File: src/sv/stodc_pkg.sv
// Types, constants and the month length table of the time-of-day calendar.
package stodc_pkg;

  typedef enum logic [2:0] {
    ST_IDLE,
    ST_MUL,
    ST_ADD,
    ST_SCALE,
    ST_DIV_SEC,
    ST_DIV_MIN,
    ST_COMMIT
  } state_t;

  localparam int RATE_W    = 24;
  localparam int ELAPSED_W = 21;
  localparam int POS_W     = 37;
  localparam int PROD_W    = RATE_W + ELAPSED_W;
  localparam int ADV_W     = PROD_W - 4;
  localparam int TOTAL_W   = 17;
  localparam int MOD_W     = 11;
  localparam int DIV_PROD_W = 36;

  localparam logic [POS_W-1:0]  FULL_DAY   = 37'h18_0000_0000;
  localparam logic [POS_W-1:0]  DAY_LAST   = 37'h17_FFFF_FFFF;
  localparam logic [POS_W-1:0]  POS_RESET  = 37'h06_8000_0000;
  localparam logic [11:0]       SEC_PER_HOUR = 12'd3600;
  localparam logic [18:0]       RECIP_60   = 19'd279621;
  localparam logic [RATE_W-1:0] RATE_RESET = 24'd32768;

  localparam logic [5:0] MIN_HALF     = 6'd30;
  localparam logic [5:0] MIN_RESET    = 6'd30;
  localparam logic [4:0] DAY_RESET    = 5'd30;
  localparam logic [3:0] MONTH_RESET  = 4'd11;
  localparam logic [3:0] MONTH_LAST   = 4'd12;
  localparam logic [3:0] MONTH_FEB    = 4'd2;
  localparam logic [6:0] CENTURY_LAST = 7'd99;
  localparam logic [8:0] QUAD_LAST    = 9'd399;

  function automatic logic [4:0] days_in(input logic [3:0] month, input logic leap);
    logic [4:0] days;
    case (month)
      4'd2:                   days = 5'd28;
      4'd4, 4'd6, 4'd9, 4'd11: days = 5'd30;
      default:                days = 5'd31;
    endcase
    if (month == MONTH_FEB && leap) begin
      days = 5'd29;
    end
    return days;
  endfunction

endpackage

File: src/sv/scaled_time_of_day_calendar_top.sv
// Top level of the scaled time-of-day calendar with Gregorian date rollover.
//
//   channel | direction | transfer when             | payload
//   --------+-----------+---------------------------+---------------------------------
//   in      | sink      | in_valid && !in_stall     | elapsed_time
//   out     | source    | out_valid && !out_stall   | time of day, date, half-hour event
//   cfg     | sink      | cfg_write_enable          | cfg_write_data (hours_per_second)
//
// Each tick runs through these steps from one input transfer to the next: the transfer,
// one multiply, one add and wrap, one scale by 3600, two passes through the shared
// divide-by-60 unit, and one calendar update, which registers the result.
// The result waits in an output register, so a new tick is taken while it is held.
// A held result stalls only the final calendar update of the next tick.
// Reset is synchronous and restores 06:30 on day 30 of month 11, year 2.
module scaled_time_of_day_calendar_top #(
  parameter int YEAR_BITS = 16
) (
  input  logic        clk,
  input  logic        rst,
  input  logic        in_valid,
  output logic        in_stall,
  input  logic [20:0] elapsed_time,
  output logic        out_valid,
  input  logic        out_stall,
  output logic [5:0]  second_of_minute,
  output logic [5:0]  minute_of_hour,
  output logic [4:0]  hour_of_day,
  output logic [4:0]  day_of_month,
  output logic [3:0]  month_of_year,
  output logic [15:0] year_count,
  output logic        half_hour_event,
  output logic [5:0]  half_hour_slot,
  input  logic        cfg_write_enable,
  input  logic [23:0] cfg_write_data
);

  localparam logic [YEAR_BITS-1:0] YEAR_MAX   = {YEAR_BITS{1'b1}};
  localparam logic [YEAR_BITS-1:0] YEAR_RESET = YEAR_BITS'(2);

  stodc_pkg::state_t state, state_next;

  logic [stodc_pkg::RATE_W-1:0]    rate;
  logic [stodc_pkg::ELAPSED_W-1:0] elapsed;
  logic [stodc_pkg::PROD_W-1:0]    product;
  logic [stodc_pkg::POS_W-1:0]     position;
  logic                            carry;
  logic [stodc_pkg::TOTAL_W-1:0]   total;
  logic [5:0]                      second;
  logic [stodc_pkg::MOD_W-1:0]     minute_of_day;
  logic [5:0]                      minute;
  logic [4:0]                      hour;
  logic [5:0]                      prev_minutes;
  logic [4:0]                      day;
  logic [3:0]                      month;
  logic [YEAR_BITS-1:0]            year;
  logic [6:0]                      year_mod100;
  logic [8:0]                      year_mod400;

  logic commit;
  logic [stodc_pkg::ADV_W-1:0]      advance;
  logic [stodc_pkg::POS_W-1:0]      advance_sat;
  logic [stodc_pkg::POS_W:0]        pos_sum;
  logic [48:0]                      scale_prod;
  logic [stodc_pkg::TOTAL_W-1:0]    div_in;
  logic [stodc_pkg::DIV_PROD_W-1:0] div_prod;
  logic [stodc_pkg::MOD_W-1:0]      div_q;
  logic [stodc_pkg::TOTAL_W-1:0]    div_q60;
  logic [stodc_pkg::TOTAL_W-1:0]    div_rem;
  logic                            leap;
  logic [5:0]                      day_sum;
  logic                            month_over;
  logic                            year_step;
  logic                            event_hit;

  always_ff @(posedge clk) begin
    if (rst) begin
      state <= stodc_pkg::ST_IDLE;
    end else begin
      state <= state_next;
    end
  end

  always_comb begin
    state_next = state;
    in_stall   = 1'b1;
    commit     = 1'b0;
    unique case (state)
      stodc_pkg::ST_IDLE: begin
        in_stall = 1'b0;
        if (in_valid) begin
          state_next = stodc_pkg::ST_MUL;
        end
      end
      stodc_pkg::ST_MUL:     state_next = stodc_pkg::ST_ADD;
      stodc_pkg::ST_ADD:     state_next = stodc_pkg::ST_SCALE;
      stodc_pkg::ST_SCALE:   state_next = stodc_pkg::ST_DIV_SEC;
      stodc_pkg::ST_DIV_SEC: state_next = stodc_pkg::ST_DIV_MIN;
      stodc_pkg::ST_DIV_MIN: state_next = stodc_pkg::ST_COMMIT;
      stodc_pkg::ST_COMMIT: begin
        if (!out_valid || !out_stall) begin
          commit     = 1'b1;
          state_next = stodc_pkg::ST_IDLE;
        end
      end
      default: state_next = stodc_pkg::ST_IDLE;
    endcase
  end

  assign advance     = product[stodc_pkg::PROD_W-1:4];
  assign advance_sat = (advance > stodc_pkg::ADV_W'(stodc_pkg::DAY_LAST))
                     ? stodc_pkg::DAY_LAST : advance[stodc_pkg::POS_W-1:0];
  assign pos_sum     = {1'b0, position} + {1'b0, advance_sat};
  assign scale_prod  = 49'(position) * 49'(stodc_pkg::SEC_PER_HOUR);

  assign div_in   = (state == stodc_pkg::ST_DIV_SEC) ? total
                  : stodc_pkg::TOTAL_W'(minute_of_day);
  assign div_prod = stodc_pkg::DIV_PROD_W'(div_in) * stodc_pkg::DIV_PROD_W'(stodc_pkg::RECIP_60);
  assign div_q    = div_prod[34:24];
  assign div_q60  = stodc_pkg::TOTAL_W'({div_q, 6'b0}) - stodc_pkg::TOTAL_W'({div_q, 2'b0});
  assign div_rem  = div_in - div_q60;

  assign leap       = (year[1:0] == 2'b00) && ((year_mod100 != 7'd0) || (year_mod400 == 9'd0));
  assign day_sum    = {1'b0, day} + 6'(carry);
  assign month_over = day_sum > {1'b0, stodc_pkg::days_in(month, leap)};
  assign year_step  = month_over && !(month < stodc_pkg::MONTH_LAST) && (year != YEAR_MAX);
  assign event_hit  = (minute != prev_minutes)
                    && ((minute == 6'd0) || (minute == stodc_pkg::MIN_HALF));

  always_ff @(posedge clk) begin
    if (rst) begin
      rate         <= stodc_pkg::RATE_RESET;
      position     <= stodc_pkg::POS_RESET;
      prev_minutes <= stodc_pkg::MIN_RESET;
      day          <= stodc_pkg::DAY_RESET;
      month        <= stodc_pkg::MONTH_RESET;
      year         <= YEAR_RESET;
      year_mod100  <= 7'd2;
      year_mod400  <= 9'd2;
      out_valid    <= 1'b0;
    end else begin
      if (cfg_write_enable) begin
        rate <= cfg_write_data;
      end
      if (state == stodc_pkg::ST_ADD) begin
        if (pos_sum >= {1'b0, stodc_pkg::FULL_DAY}) begin
          position <= stodc_pkg::POS_W'(pos_sum - {1'b0, stodc_pkg::FULL_DAY});
        end else begin
          position <= pos_sum[stodc_pkg::POS_W-1:0];
        end
      end
      if (out_valid && !out_stall && !commit) begin
        out_valid <= 1'b0;
      end
      if (commit) begin
        out_valid    <= 1'b1;
        prev_minutes <= minute;
        if (month_over) begin
          day <= 5'd1;
          if (month < stodc_pkg::MONTH_LAST) begin
            month <= month + 4'd1;
          end else begin
            month <= 4'd1;
          end
        end else begin
          day <= day_sum[4:0];
        end
        if (year_step) begin
          year        <= year + YEAR_BITS'(1);
          year_mod100 <= (year_mod100 == stodc_pkg::CENTURY_LAST) ? 7'd0 : year_mod100 + 7'd1;
          year_mod400 <= (year_mod400 == stodc_pkg::QUAD_LAST) ? 9'd0 : year_mod400 + 9'd1;
        end
      end
    end
  end

  always_ff @(posedge clk) begin
    if (state == stodc_pkg::ST_IDLE && in_valid) begin
      elapsed <= elapsed_time;
    end
    if (state == stodc_pkg::ST_MUL) begin
      product <= stodc_pkg::PROD_W'(elapsed) * stodc_pkg::PROD_W'(rate);
    end
    if (state == stodc_pkg::ST_ADD) begin
      carry <= pos_sum >= {1'b0, stodc_pkg::FULL_DAY};
    end
    if (state == stodc_pkg::ST_SCALE) begin
      total <= scale_prod[48:32];
    end
    if (state == stodc_pkg::ST_DIV_SEC) begin
      second        <= div_rem[5:0];
      minute_of_day <= div_q;
    end
    if (state == stodc_pkg::ST_DIV_MIN) begin
      minute <= div_rem[5:0];
      hour   <= div_q[4:0];
    end
    if (commit) begin
      second_of_minute <= second;
      minute_of_hour   <= minute;
      hour_of_day      <= hour;
      half_hour_event  <= event_hit;
      half_hour_slot   <= event_hit
                        ? ({hour, 1'b0} + 6'(minute == stodc_pkg::MIN_HALF)) : 6'd0;
      day_of_month     <= month_over ? 5'd1 : day_sum[4:0];
      month_of_year    <= month_over ? ((month < stodc_pkg::MONTH_LAST) ? month + 4'd1 : 4'd1)
                        : month;
      year_count       <= 16'(year_step ? year + YEAR_BITS'(1) : year);
    end
  end

endmodule

File: config.mk
export PLATFORM = sky130hd
export DESIGN_NAME = scaled_time_of_day_calendar_top
export DESIGN_NICKNAME = d
export VERILOG_FILES = /design/src/sv/stodc_pkg.sv /design/src/sv/scaled_time_of_day_calendar_top.sv
export SDC_FILE = /design/constraint.sdc
export NUM_CORES = 2
export LEC_CHECK = 0
export ABC_AREA = 1
export ABC_CLOCK_PERIOD_IN_PS = 9300
export BUFFER_PORTS_ARGS = -buffer_cell sky130_fd_sc_hd__buf_2
export CAP_MARGIN = 20
export CORE_UTILIZATION = 69
export CTS_CLUSTER_SIZE = 16
export DETAILED_ROUTE_END_ITERATION = 10
export MAX_ROUTING_LAYER = met4
export PLACE_DENSITY = 0.95
export SLEW_MARGIN = 0
export SYNTH_ARGS = -nofsm -noshare
export SYNTH_HDL_FRONTEND = slang
export SYNTH_SLANG_ARGS = --single-unit
File: constraint.sdc
create_clock -name clk -period 9.3 [get_ports clk]
set_input_delay 2.325 -clock clk [delete_from_list [all_inputs] [get_ports clk]]
set_output_delay 2.325 -clock clk [all_outputs]
set_load 0.01 [all_outputs]
==> results.md <==
- Post-synth cell types: 55
- Total number of vias: 33.1k
- Post-CTS Setup Bufs: 0
- Final Hold Viols: 0
- Leak pwr: about 23 nW
- DRC Markers: 0
- Average routed wire per standard cell: approximately 19 um
- CP required: about 9.7 ns
- H-tree levels: 1
- Final Critical Period: 7.49 ns
- CTS tree: done
- Number of synthesized flops with an enable pin: approximately 160
- Max frequency: 134 MHz
- Worst min path class: reg2reg
- Starting Density: between 70% and 80%
- Hold Buf Count CTS: 0
- Synth top area share: 27.0%
- Synth area leaders: fa_1 27%, ha_1 14%, edfxtp_1 12%
- Post-cts sizing count: 0
- Setup Slack @ Placement: 2.09 ns
- Layout area overhead: 5.54%
- Top FF cell, synth: edfxtp_1
- Mean post-synth cell area: between 7 and 8 um2
- CTS Root Cell: clkbuf_16
- Largest net degree at the start of global routing: 70
- Yosys top cell by area: fa_1
- First-pass GRT wire length: between 150 and 200 mm
- # fillers: about 3.5k
- Max cap viols: 0
- Chip Width: between 200 and 250 um
- Critical path class: reg2reg
- #FFs+latches synth: between 200 and 300
- Synth warn: 0
- Initial antenna violation count: 6
- Final period utilization: approximately four fifths
- Slew headroom: roughly a fifth
- Antenna viol nets, final: 0
- Crit path capture type: flip-flop
- Share of cells above drive strength 1: 5.10%
- Critical Path AT: between 7 and 8 ns
- Clk_lat worst skew: about 0.63 ns
- Clock buffer count from CTS: 31
- Clock sink count: roughly 270
- Power Density: about 390 nW/um2
- FFs w/ async S/R, synth: 0%
- GP Congestion: 0.995
- Worst-margin pin slew: between 1 and 1.5 ns
- Routed WL: ~100 mm
- Crit path launch type: flip-flop
- Area of the mapped netlist: between 30000 and 40000 um2
- Port bufs: 100
- Status: finished, final reports clean
- Final Power: ~0.016 W
- CTS clk-pin slew, worst paths: 0.08 ns
- Final Setup Violations: 0
- # rows: 85
- Fin Clk Skew: 0.0221 ns
- Pins Over Slew Limit: 0
- Cells after synthesis: ~4.8k
- Die area: approximately 56000 um2
- Initial drt markers: roughly 3.5k
- Via-to-Cell Ratio: 5.93
- Hpwl dp: 80.5 mm
- Max FO, Critical Path: 22
- Vias in the first global route: 34.6k
- DRT Pass-1 Iters: 7
- Total grt overflow: 0
- Io pins: between 100 and 150
- Setup TNS: 0 ns
- Gr usage total: between 30% and 40%
- Core Region: about 54000 um2
- Die span in y: 238 um
- Post-synthesis sequential area ratio: roughly 18%
- RSZ-0062 raised after global routing: no
- CTS Buffer Depth: 3
- Syn Nets: approximately 5.8k
- Layout Nets: 5823
- Setup ws final: 1.81 ns
- Worst vdd ir: a little over 0.7 mV
[power by group]
part	total (W)	internal, W	switching (W)
logic	0.0123	0.00442	0.00789
clock network	0.00127	0.000684	0.000583
registers	0.00214	0.00187	0.000270
total	0.0157	0.00698	0.00874
[cell families (layout without fill, tap and decap cells)]
kind of cell    after synthesis  count (layout)  synth area share (%)
other cells                   0               6                     0
buf+inv                    1387            1434                  13.7
fa+ha+maj                   952             952                  41.2
xor+xnor                    111             111                  2.54
flops                       269             269                  18.2
simple gates               1530            1530                  16.3
compound gates              550             550                  8.07
[per-stage QoR]
stage          hold slack [ns]  util [%]  area (um2)  cells
4_1_cts                  0.424      74.3       40400   5583
6_report                 0.427      74.4       40400   5591
3_5_place_dp             0.405      72.4       39300   5525
3_3_place_gp             0.403      72.4       39300   5525
5_1_grt                  0.441      74.4       40400   5591
2_1_floorplan            0.400         -       38300   4799
[worst max-delay path, stage by stage, from the launching register on]
cell and delay [ns]:
dfxtp_1 1.09, nand2_1 0.24, fa_1 0.59, inv_1 0.06
fa_1 0.55, fa_1 0.45, fa_1 0.52, fa_1 0.54
fa_1 0.58, inv_1 0.07, fa_1 0.54, inv_1 0.04
ha_1 0.36, a21oi_1 0.15, inv_1 0.07, a21oi_1 0.28
a21boi_0 0.23, o21ai_0 0.11, a21oi_1 0.37, inv_1 0.08
a21oi_1 0.21, xnor2_1 0.09
[Yosys cell counts (all sizes together), types with 7 or more instances]
cell type	number
xor2	82
nor3	39
a21o	31
nand4	33
dfxtp	112
nor4	17
nand3	79
inv	1258
ha	435
nand2	1017
o211ai	18
buf	11
xnor2	29
o21a	7
a31oi	26
fa	517
o21ai	197
or2	44
o21bai	18
a21oi	226
edfxtp	157
nor2	290
clkbuf	118
[layer usage]
layer / vias to the layer above / part of all wire [%] / GRT usage [%]
li1: 14600 / - / -
met1: 15500 / 35 / 44.7
met2: 2291 / 47 / 63.6
met3: 740 / 10 / 7.14
met4: 0 / 7.5 / 25.1
met5: - / 0 / -
[state kept, by name, indices dropped and copies added, names as in the netlist, 7 cells and up]
signal         count
year_mod100        7
product           41
year_mod400        9
year_count        16
year              16
position          37
minute_of_day     11
total             17
rate              24
elapsed           21
[cells in the final DEF (no fill, tap or decap), drive strengths merged, types with 44 or more instances in the layout]
cell type,count
edfxtp,157
nand2,1017
or2,44
buf,118
nor2,290
fa,517
xor2,82
ha,435
o21ai,197
nand3,79
dfxtp,112
inv,1263
a21oi,226
[worst paths after layout]
check / startpoint / slack, ns / to / depth (start not counted)
min reg2reg: second[5] / 0.43 / second_of_minute[5] / 0
max: rate[6] / 1.81 / product[31] / 21
min: second[5] / 0.43 / second_of_minute[5] / 0
max reg2reg: rate[6] / 1.81 / product[31] / 21
[final cells by class]
class	instances	area, um2	area share, %
inverter	1258	4730	11.7
tap	739	925	2.29
timing repair buffer	118	668	1.65
clock buffer	39	806	1.99
antenna	6	15.0	0.0371
multi-input combinational	3143	26100	64.6
sequential	269	6960	17.2
clock inverter	19	206	0.511
No activity file was read; power rests on OpenSTA's default activity.
